===== config.mk =====
export PLATFORM = sky130hd
export DESIGN_NAME = decimal_long_divider_unit
export DESIGN_NICKNAME = d
export VERILOG_FILES = /design/src/rtl/core/dld_pkg.sv /design/src/rtl/core/dld_datapath.sv /design/src/rtl/core/dld_ctrl.sv /design/src/rtl/core/decimal_long_divider_unit.sv
export VERILOG_INCLUDE_DIRS = /design/src /design/src/rtl/core
export SDC_FILE = /design/constraint.sdc
export NUM_CORES = 1
export LEC_CHECK = 0
export BUFFER_PORTS_ARGS = -buffer_cell sky130_fd_sc_hd__buf_2
export CAP_MARGIN = 20
export CORE_MARGIN = 5
export CORE_UTILIZATION = 55
export DETAILED_ROUTE_END_ITERATION = 6
export PLACE_DENSITY = 0.75
export SLEW_MARGIN = 20
export SYNTH_ARGS = -nofsm -noshare
export SYNTH_HDL_FRONTEND = slang
export SYNTH_HIERARCHICAL = 1
export SYNTH_SLANG_ARGS = --single-unit

===== constraint.sdc =====
create_clock -name clk_i -period 4.8 [get_ports clk_i]
set_input_delay 0.48 -clock clk_i [delete_from_list [all_inputs] [get_ports clk_i]]
set_output_delay 0.48 -clock clk_i [all_outputs]
set_load 0.01 [all_outputs]

===== src/rtl/core/decimal_long_divider_unit_macros.svh =====
// Assertion macros shared by the decimal long divider RTL.
`ifndef DECIMAL_LONG_DIVIDER_UNIT_MACROS_SVH
`define DECIMAL_LONG_DIVIDER_UNIT_MACROS_SVH

// Same-cycle implication, disabled while reset is asserted.
`define DLD_ASSERT_IMPL(label, clk, rst_n, ante, cons, msg) \
  label: assert property (@(posedge clk) disable iff (!rst_n) (ante) |-> (cons)) \
    else $error(msg);

// Next-cycle implication, disabled while reset is asserted.
`define DLD_ASSERT_NEXT(label, clk, rst_n, ante, cons, msg) \
  label: assert property (@(posedge clk) disable iff (!rst_n) (ante) |=> (cons)) \
    else $error(msg);

`endif


===== src/rtl/core/dld_pkg.sv =====
// Types, constants and helpers shared by the decimal long divider.
`timescale 1ns / 1ps
package dld_pkg;

  localparam int unsigned DataWidth   = 31;
  localparam int unsigned MaxDigits   = 10;
  localparam int unsigned PlacesWidth = 4;
  localparam int unsigned CntWidth    = $clog2(DataWidth);
  localparam int unsigned ProdWidth   = DataWidth + 4;
  localparam int unsigned DigitWidth  = 4;
  localparam int unsigned DigitCntW   = 2;

  localparam logic [PlacesWidth-1:0] PlacesReset = PlacesWidth'(5);
  localparam logic [PlacesWidth-1:0] PlacesMax   = PlacesWidth'(MaxDigits);

  localparam logic KindQuot  = 1'b0;
  localparam logic KindDigit = 1'b1;

  typedef enum logic [2:0] {
    StIdle,
    StDivide,
    StEmitQuot,
    StDigit,
    StEmitDigit
  } dld_state_e;

  typedef struct packed {
    logic idle;
    logic load;
    logic div_step;
    logic quot_emit;
    logic digit_step;
    logic digit_emit;
  } dld_cmd_t;

  typedef struct packed {
    logic div_done;
    logic digit_done;
    logic quot_last;
    logic digit_last;
    logic out_free;
  } dld_status_t;

  // 10 * r as (r << 3) + (r << 1); fits since r < 2^DataWidth.
  function automatic logic [ProdWidth-1:0] mul10(input logic [DataWidth-1:0] r);
    logic [ProdWidth-1:0] w;
    w = ProdWidth'(r);
    return (w << 3) + (w << 1);
  endfunction

endpackage


===== src/rtl/core/dld_datapath.sv =====
// Datapath: restoring divider, digit extractor, places counter, output register.
`timescale 1ns / 1ps
module dld_datapath (
  input  logic                            clk_i,
  input  logic                            rst_ni,
  input  dld_pkg::dld_cmd_t               cmd_i,
  output dld_pkg::dld_status_t            status_o,
  input  logic [dld_pkg::DataWidth-1:0]   dividend_i,
  input  logic [dld_pkg::DataWidth-1:0]   divisor_value_i,
  input  logic                            cfg_valid_i,
  input  logic [dld_pkg::PlacesWidth-1:0] cfg_data_i,
  output logic                            out_valid_o,
  input  logic                            out_stall_i,
  output logic                            result_kind_o,
  output logic [dld_pkg::DataWidth-1:0]   result_value_o,
  output logic                            last_of_run_o
);
  import dld_pkg::*;

  logic [PlacesWidth-1:0] places_q, places_d;
  logic [DataWidth-1:0]   rem_q, rem_d, quo_q, quo_d, den_q, den_d;
  logic [CntWidth-1:0]    cnt_q, cnt_d;
  logic [ProdWidth-1:0]   t_q, t_d;
  logic [DigitCntW-1:0]   dcnt_q, dcnt_d;
  logic [DigitWidth-1:0]  digit_q, digit_d;
  logic [PlacesWidth-1:0] left_q, left_d;
  logic                   out_valid_q, out_valid_d;
  logic                   kind_q, kind_d, last_q, last_d;
  logic [DataWidth-1:0]   value_q, value_d;

  logic [DataWidth:0]     trial, trial_diff;
  logic                   trial_ge;
  logic [ProdWidth-1:0]   sub, t_diff;
  logic                   t_ge;

  // one restoring division step
  assign trial      = {rem_q, quo_q[DataWidth-1]};
  assign trial_diff = trial - {1'b0, den_q};
  assign trial_ge   = trial >= {1'b0, den_q};

  // one digit bit: compare against divisor scaled by 8, 4, 2, 1
  assign sub    = ProdWidth'(den_q) << dcnt_q;
  assign t_diff = t_q - sub;
  assign t_ge   = t_q >= sub;

  assign status_o.div_done   = (cnt_q == '0);
  assign status_o.digit_done = (dcnt_q == '0);
  assign status_o.quot_last  = (den_q == '0) || (rem_q == '0) || (left_q == '0);
  assign status_o.digit_last = (t_q == '0) || (left_q == PlacesWidth'(1));
  assign status_o.out_free   = !out_valid_q || !out_stall_i;

  always_comb begin
    places_d    = places_q;
    rem_d       = rem_q;
    quo_d       = quo_q;
    den_d       = den_q;
    cnt_d       = cnt_q;
    t_d         = t_q;
    dcnt_d      = dcnt_q;
    digit_d     = digit_q;
    left_d      = left_q;
    kind_d      = kind_q;
    value_d     = value_q;
    last_d      = last_q;
    out_valid_d = out_valid_q && out_stall_i;

    if (cfg_valid_i && cmd_i.idle) begin
      places_d = cfg_data_i;
    end
    if (cmd_i.load) begin
      quo_d  = dividend_i;
      den_d  = divisor_value_i;
      rem_d  = '0;
      cnt_d  = CntWidth'(DataWidth - 1);
      left_d = (places_q > PlacesMax) ? PlacesMax : places_q;
    end
    if (cmd_i.div_step) begin
      rem_d = trial_ge ? trial_diff[DataWidth-1:0] : trial[DataWidth-1:0];
      quo_d = {quo_q[DataWidth-2:0], trial_ge};
      cnt_d = cnt_q - CntWidth'(1);
    end
    if (cmd_i.quot_emit) begin
      out_valid_d = 1'b1;
      kind_d      = KindQuot;
      value_d     = (den_q == '0) ? '1 : quo_q;
      last_d      = status_o.quot_last;
      t_d         = mul10(rem_q);
      dcnt_d      = '1;
      digit_d     = '0;
    end
    if (cmd_i.digit_step) begin
      t_d     = t_ge ? t_diff : t_q;
      digit_d = {digit_q[DigitWidth-2:0], t_ge};
      dcnt_d  = dcnt_q - DigitCntW'(1);
    end
    if (cmd_i.digit_emit) begin
      out_valid_d = 1'b1;
      kind_d      = KindDigit;
      value_d     = DataWidth'(digit_q);
      last_d      = status_o.digit_last;
      left_d      = left_q - PlacesWidth'(1);
      t_d         = mul10(t_q[DataWidth-1:0]);
      dcnt_d      = '1;
      digit_d     = '0;
    end
  end

  always_ff @(posedge clk_i or negedge rst_ni) begin
    if (!rst_ni) begin
      places_q    <= PlacesReset;
      out_valid_q <= 1'b0;
    end else begin
      places_q    <= places_d;
      out_valid_q <= out_valid_d;
    end
  end

  always_ff @(posedge clk_i) begin
    rem_q   <= rem_d;
    quo_q   <= quo_d;
    den_q   <= den_d;
    cnt_q   <= cnt_d;
    t_q     <= t_d;
    dcnt_q  <= dcnt_d;
    digit_q <= digit_d;
    left_q  <= left_d;
    kind_q  <= kind_d;
    value_q <= value_d;
    last_q  <= last_d;
  end

  assign out_valid_o    = out_valid_q;
  assign result_kind_o  = kind_q;
  assign result_value_o = value_q;
  assign last_of_run_o  = last_q;

endmodule


===== src/rtl/core/dld_ctrl.sv =====
// Controller state machine sequencing the divider datapath.
`timescale 1ns / 1ps
module dld_ctrl (
  input  logic                 clk_i,
  input  logic                 rst_ni,
  input  logic                 in_valid_i,
  input  dld_pkg::dld_status_t status_i,
  output dld_pkg::dld_cmd_t    cmd_o
);
  import dld_pkg::*;

  dld_state_e state_q, state_d;

  always_ff @(posedge clk_i or negedge rst_ni) begin
    if (!rst_ni) begin
      state_q <= StIdle;
    end else begin
      state_q <= state_d;
    end
  end

  always_comb begin
    state_d = state_q;
    cmd_o   = '0;
    case (state_q)
      StIdle: begin
        cmd_o.idle = 1'b1;
        if (in_valid_i) begin
          cmd_o.load = 1'b1;
          state_d    = StDivide;
        end
      end
      StDivide: begin
        cmd_o.div_step = 1'b1;
        if (status_i.div_done) begin
          state_d = StEmitQuot;
        end
      end
      StEmitQuot: begin
        if (status_i.out_free) begin
          cmd_o.quot_emit = 1'b1;
          state_d = status_i.quot_last ? StIdle : StDigit;
        end
      end
      StDigit: begin
        cmd_o.digit_step = 1'b1;
        if (status_i.digit_done) begin
          state_d = StEmitDigit;
        end
      end
      StEmitDigit: begin
        if (status_i.out_free) begin
          cmd_o.digit_emit = 1'b1;
          state_d = status_i.digit_last ? StIdle : StDigit;
        end
      end
      default: begin
        state_d = StIdle;
      end
    endcase
  end

endmodule


===== src/rtl/core/decimal_long_divider_unit.sv =====
// Top level of the decimal long divider: controller plus datapath.
`timescale 1ns / 1ps
// Decimal long division, one division per input item.
// Input channel: in_valid_i / in_stall_o with dividend_i and divisor_value_i.
//   An item is taken when valid is high and stall is low; stall is high for
//   the whole run of a division, so one division is in flight at a time.
// Output channel: out_valid_o / out_stall_i. Each division yields the integer
//   quotient (result_kind_o = 0) and then up to decimal_places fractional
//   digits (result_kind_o = 1), one item each; last_of_run_o flags the final.
//   A zero divisor yields a single all-ones quotient.
// Config channel: cfg_valid_i / cfg_ready_o / cfg_data_i writes the places
//   count (values above 10 act as 10); ready is high only while idle.
// Sequence: the quotient comes from a bit-serial restoring divider and is
//   registered on the output once the division completes. Each digit takes
//   one compare/subtract step per digit bit, then an emit step; the
//   controller returns to idle as the last result is loaded, and the next
//   item may then be taken.
// Stall: the output register holds while out_stall_i is high and the
//   controller waits in its emit state; nothing is dropped.
// Reset: returns to idle, clears the output valid, places count back to 5.
`include "decimal_long_divider_unit_macros.svh"
module decimal_long_divider_unit (
  input  logic                            clk_i,
  input  logic                            rst_ni,
  input  logic                            in_valid_i,
  output logic                            in_stall_o,
  input  logic [dld_pkg::DataWidth-1:0]   dividend_i,
  input  logic [dld_pkg::DataWidth-1:0]   divisor_value_i,
  input  logic                            cfg_valid_i,
  output logic                            cfg_ready_o,
  input  logic [dld_pkg::PlacesWidth-1:0] cfg_data_i,
  output logic                            out_valid_o,
  input  logic                            out_stall_i,
  output logic                            result_kind_o,
  output logic [dld_pkg::DataWidth-1:0]   result_value_o,
  output logic                            last_of_run_o
);
  import dld_pkg::*;

  dld_cmd_t    cmd;
  dld_status_t status;

  // controller sees only in_valid_i and status flags; all arithmetic lives in the datapath
  dld_ctrl u_ctrl (
    .clk_i      (clk_i),
    .rst_ni     (rst_ni),
    .in_valid_i (in_valid_i),
    .status_i   (status),
    .cmd_o      (cmd)
  );

  dld_datapath u_datapath (
    .clk_i           (clk_i),
    .rst_ni          (rst_ni),
    .cmd_i           (cmd),
    .status_o        (status),
    .dividend_i      (dividend_i),
    .divisor_value_i (divisor_value_i),
    .cfg_valid_i     (cfg_valid_i),
    .cfg_data_i      (cfg_data_i),
    .out_valid_o     (out_valid_o),
    .out_stall_i     (out_stall_i),
    .result_kind_o   (result_kind_o),
    .result_value_o  (result_value_o),
    .last_of_run_o   (last_of_run_o)
  );

  // accept only in idle; config only while idle
  assign in_stall_o  = !cmd.idle;
  assign cfg_ready_o = cmd.idle;

  `DLD_ASSERT_NEXT(a_accept_leaves_idle, clk_i, rst_ni, in_valid_i && !in_stall_o, in_stall_o, "accepted item did not start a run")
  `DLD_ASSERT_IMPL(a_no_overwrite, clk_i, rst_ni, cmd.quot_emit || cmd.digit_emit, !out_valid_o || !out_stall_i, "pending result overwritten")
  `DLD_ASSERT_IMPL(a_digit_range, clk_i, rst_ni, out_valid_o && (result_kind_o == KindDigit), result_value_o <= DataWidth'(9), "fraction digit above nine")

endmodule

# After elaboration in Yosys (flattened, before gate mapping)
# Index checks and enable logic that the tools add are counted.
[totals]
mem_bits_ro = 0
out_inout_bits = 36
wordCells = 100
latch_bits = 0
ff_bits = 184
ram_bits = 0
memories = 0
in_bits = 71
[op_classes]
n_mul = 0
n_shift = 1
reduce_logical = 23
bitwise_logic = 0
mux = 40
eq_ne = 11
addsub = 7
order_cmp = 3
n_div = 0
[ops]
columns = ["cell", "count"]
rows = [
  ["31-bit two-way mux", 6],
  ["35-bit two-way mux", 4],
  ["34-bit by 32-bit adder with 35-bit output", 2],
  ["31-bit zero test", 2],
  ["35-bit >= comparator", 1],
  ["35-bit zero test", 1],
  ["31-bit by 2-bit << shifter with 35-bit output", 1],
  ["35-bit subtractor", 1],
  ["32-bit by 31-bit >= comparator with 1-bit output", 1],
  ["31-bit subtractor", 1],
  ["4-bit two-way mux", 7],
  ["3-bit two-way mux", 5],
  ["3-bit one-hot mux with 5 select lines", 1],
  ["1-bit two-way mux", 10],
  ["2-bit two-way mux", 5],
  ["5-bit two-way mux", 2],
  ["2-bit != test (second input constant)", 5],
  ["2-bit nonzero test", 4],
  ["3-bit by 2-bit == test with 1-bit output (second input constant)", 2],
  ["5-bit zero test", 1],
  ["5-bit AND reduction", 1],
  ["5-bit by 1-bit subtractor with 5-bit output (second input constant)", 1],
  ["4-bit by 1-bit == test with 1-bit output (second input constant)", 1],
  ["4-bit > comparator (second input constant)", 1],
  ["13 further kinds", 19],
]

# Logic depth before layout (Yosys ltp)
[depth]
word_depth = 7
depth_mapped = 18
depth_no_buf = 15

# Hierarchy
# The synthesis kept the hierarchy.
[modules_own_cells]
columns = ["mod", "area_each_um2", "seq_area_each_um2", "instances", "cells_per_inst"]
rows = [
  ["dld_datapath", 14889.3, 5072.4, 1, 1627],
  ["dld_ctrl", 325.3, 75.1, 1, 37],
  ["decimal_long_divider_unit", 3.8, 0.0, 1, 1],
]

# Worst setup path after synthesis
# No wires, ideal clock.
[synth_path]
path_kind = "reg2reg"
start = "reg u_datapath.dcnt_q[0]"
end = "reg u_datapath.t_q[0] (enable)"
path_slack_ps = -546
stages_incl_launch_ff = 15
synth_period_minus_slack_ps = 5346
arrival_time_ps = 4911
path_buffers = 3
t_required_ps = 4365
setup_time_ps = 435
path_cell_list = "dfxtp_1 -> clkbuf_1 -> buf_1 -> mux4_2 -> inv_1 -> ha_1 -> clkbuf_2 -> nand4_1 -> nor3_1 -> o21ai_1 -> a31oi_1 -> a311oi_2 -> o221ai_1 -> a21oi_1 -> o21bai_1"
[synth_between]
elab_chain_cells = 4
[synth_rtl]
columns = ["element", "line_no", "text"]
rows = [
  ["start, declared", "dld_datapath.sv:24", "logic [DigitCntW-1:0] dcnt_q, dcnt_d;"],
  ["start signal, assigned", "dld_datapath.sv:124", "dcnt_q <= dcnt_d;"],
  ["31-bit by 2-bit << shifter with 35-bit output", "dld_datapath.sv:42", "assign sub = ProdWidth'(den_q) << dcnt_q;"],
  ["35-bit >= comparator", "dld_datapath.sv:44", "assign t_ge = t_q >= sub;"],
  ["3-bit by 2-bit != test with 1-bit output (no source line)", "--", ""],
  ["2-bit AND reduction (no source line)", "--", ""],
  ["end signal, assigned", "dld_datapath.sv:123", "t_q <= t_d;"],
  ["end, declared", "dld_datapath.sv:23", "logic [ProdWidth-1:0] t_q, t_d;"],
]
# No other way between the ends.
# A chain may end at the register's enable or synchronous reset.

# Worst setup path in the final report
[layout_path]
start = "reg u_datapath.dcnt_q[0]"
end = "reg u_datapath.t_q[15] (enable)"
# Same word-level chain as after synthesis.

==> key figures <==
Clock network
  • Clock Latency Late Sink: 0.45 ns
  • Clock Sinks: 184
  • Root Buffer: clkbuf_16
  • Clock-pin slew on the worst setup and hold paths: 0.08 ns
  • # Post-CTS Setup Buffers: 0
  • Maximum clock path buffer count: 2
  • CTS H-tree depth: 4
  • Num CTS Buffers: 17
  • CTS tree: yes

Yosys
  • Yosys reg bits: 184
  • Synth cell count leaders: nor2_1, a21oi_1, edfxtp_1, ha_1, nand2_1
  • Ranking of synthesized cells by area: edfxtp_1, ha_1, a21oi_1
  • Synth Area per Inst: 9.140 µm²
  • Synth warn: 6
  • Synthesized cell area: 15220 µm²
  • Async set-reset flop share out of synthesis: 4.348%
  • Post-synth EDFFs: 142
  • Yosys cell types: 91
  • Synth Instances: 1665
  • Seq/Total Area, Yosys: 33.82%
  • Most common cell in the netlist: nor2_1
  • Biggest area consumer among synthesized cells: edfxtp_1
  • Main synth FF type: edfxtp_1
  • Top cell type's share of synthesized area: 28.02%
  • Net Count, Synth: 1867

Floorplanning
  • Ports: 107
  • Die area: 31100 µm²
  • Row count: 60
  • Core region area: 27100 µm²
  • DIE HEIGHT: 176.3 µm
  • Initial Util: 56.15%
  • Die width: 176.3 µm

Routing
  • DRC viols: 0
  • Routed len/inst: 19.62 µm
  • Vias per inst: 6.187
  • Drt pass-1 iters: 5
  • Detailed Route WL: 41.51 mm
  • Detail Route Antenna Nets: 0
  • DR vias: 13090
  • Initial drt markers: 1213

Critical path
  • Worst-path maximum fanout: 26
  • Critical path type: reg -> reg
  • Critical Path Start Type: flop
  • Worst EP arrival: 4.31 ns
  • WP data required: 4.94 ns
  • Setup crit end kind: flop
  • Reg2reg setup slack: 0.63 ns

STA
  • Least-Margin Pin Slew: 0.7597 ns
  • Fin crit share: 86.77%
  • Fmax: 0.2401 GHz
  • Minimum clock period: 4.165 ns
  • Slew HR: 49.25%
  • Fin. max-slew vios: 0
  • Final setup vio count: 0
  • Setup TNS: 0 ns
  • Hold Violations, Final: 0
  • Setup Skew: 0.01706 ns
  • RSZ-0062 raised after global routing: no

Finish
  • Fraction of layout cells with a size suffix above 1: 14.81%
  • Layout Area Growth over Synthesis: 9.628%
  • Layout Utilization: 61.56%
  • Final Instance Count excl. Fillers: 2116
  • Nets: 1931

GRT
  • Largest net degree at the start of global routing: 62
  • Total grt overflow: 0
  • Via count of the first global-routing pass: 12360
  • First-pass GRT wire length: 65.09 mm
  • GRT Util Overall: 26.16%
  • Initial antenna violation count: 2

Placement
  • Port Buf Inserts: 106
  • GPL Wtd Cong: 0.9747
  • Cells after DPL: 2080
  • DP HPWL: 31.56 mm

Outcome
  • Status: finished, final reports clean

Worst hold path
  • Hold Path Class: in -> reg

Flow run
  • Number of max-cap violations: 0
[sequential cells by signal, summed over array words and instances, names as in the netlist, 5 cells and up]
| name | cells |
|---|---|
| u_datapath/t_q | 35 |
| u_datapath/cnt_q | 5 |
| u_datapath/result_value_o | 31 |
| u_datapath/den_q | 31 |
| u_datapath/rem_q | 31 |
| u_datapath/quo_q | 31 |
[final cells by class]
cell class	count	area (µm²)
Tap cell	372	465.4
Multi-Input combinational cell	1303	9387
Inverter	100	375.4
Timing Repair Buffer	123	673.1
Fill cell	2309	10420
Sequential cell	184	5149
Antenna cell	2	5.005
Clock buffer	17	425.4
Clock inverter	15	203.9
[stage by stage]
stage          area (µm²)  hold slack (ns)  worst slack (ns)
6_report            16680           0.2072            0.6349
2_1_floorplan       15220           0.1844            0.1771
3_3_place_gp        16020           0.3310            0.4953
4_1_cts             16660           0.1943            0.3543
3_5_place_dp        16020           0.3349            0.3554
5_1_grt             16680           0.1836            0.3824
[critical path, cell delays in order, from the launching register on]
cell	delay, ns
dfxtp_2	0.75
mux4_2	0.58
inv_1	0.09
ha_1	0.26
nand4_1	0.18
nor3_1	0.16
o21ai_1	0.14
a31oi_1	0.38
a311oi_2	0.17
o221ai_1	0.27
a21oi_1	0.19
o21bai_4	0.41
buf_12	0.25
[final timing paths]
check,cells past startpoint,to,startpoint
setup / recovery,12,u_datapath/t_q[15],u_datapath/dcnt_q[0]
hold reg to reg,1,u_datapath/result_kind_o,u_datapath/result_kind_o
setup reg to reg,12,u_datapath/t_q[15],u_datapath/dcnt_q[0]
hold / removal,1,u_datapath/den_q[26],divisor_value_i[26]
max in group asynchronous,2,u_datapath/places_q[2],rst_ni
min in group asynchronous,2,u_ctrl/state_q[0],rst_ni
[routing by layer]
| metal | part of all wire [%] | global-route usage (%) | up-vias |
|---|---|---|---|
| li1 | - | - | 6360 |
| met1 | 46 | 38.80 | 6240 |
| met2 | 45 | 40.57 | 448 |
| met3 | 7.2 | 3.340 | 44 |
| met4 | 1.9 | 7.124 | 0 |
| met5 | 0 | 0 | - |
[timing repair]
action                                 in CTS  in global routing
endpoints found under the hold margin       6                  0
gates resized for setup                     0                  0
hold buffers                                1                  0
[cell usage in the layout (no fill, tap or decap), types with 7 or more instances in the layout]
cell | synthesis | final
a31oi_1 | 17 | 17
mux2_2 | 35 | 35
nor3_1 | 30 | 28
o211ai_1 | 9 | 9
o221ai_1 | 9 | 9
clkbuf_16 | 0 | 17
edfxtp_1 | 142 | 142
nor2b_1 | 13 | 13
nor4_1 | 23 | 23
o21ai_0 | 63 | 63
and3_1 | 8 | 8
xor2_1 | 53 | 53
or2_2 | 11 | 11
ha_1 | 127 | 127
nor3b_1 | 7 | 7
nand3_1 | 36 | 36
nor2_1 | 162 | 161
a21oi_1 | 149 | 149
mux4_2 | 19 | 19
buf_4 | 1 | 15
o21ai_1 | 27 | 27
xnor2_1 | 60 | 60
and2_1 | 7 | 7
o211a_1 | 7 | 7
a21o_1 | 53 | 53
nand2_1 | 114 | 114
buf_2 | 9 | 106
o21a_1 | 13 | 13
nand2b_1 | 12 | 12
o21bai_1 | 19 | 18
a211oi_1 | 62 | 62
dfxtp_1 | 34 | 33
nand4_1 | 27 | 27
inv_1 | 98 | 98
mux2i_1 | 27 | 27
[logic make-up after synthesis]
group	count (synthesis)	synth area share [%]
AOI/OAI and AO/OA	502	21.91
and+or+nand+nor	475	14.83
DFF	184	33.82
buffers and inverters	178	4.711
adders and majority gates	131	10.97
xor gates and xnor gates	113	6.503
muxes	82	7.252
Power is not shown: default switching activity piles up to over one toggle a cycle in this logic, so the estimate is an artifact.
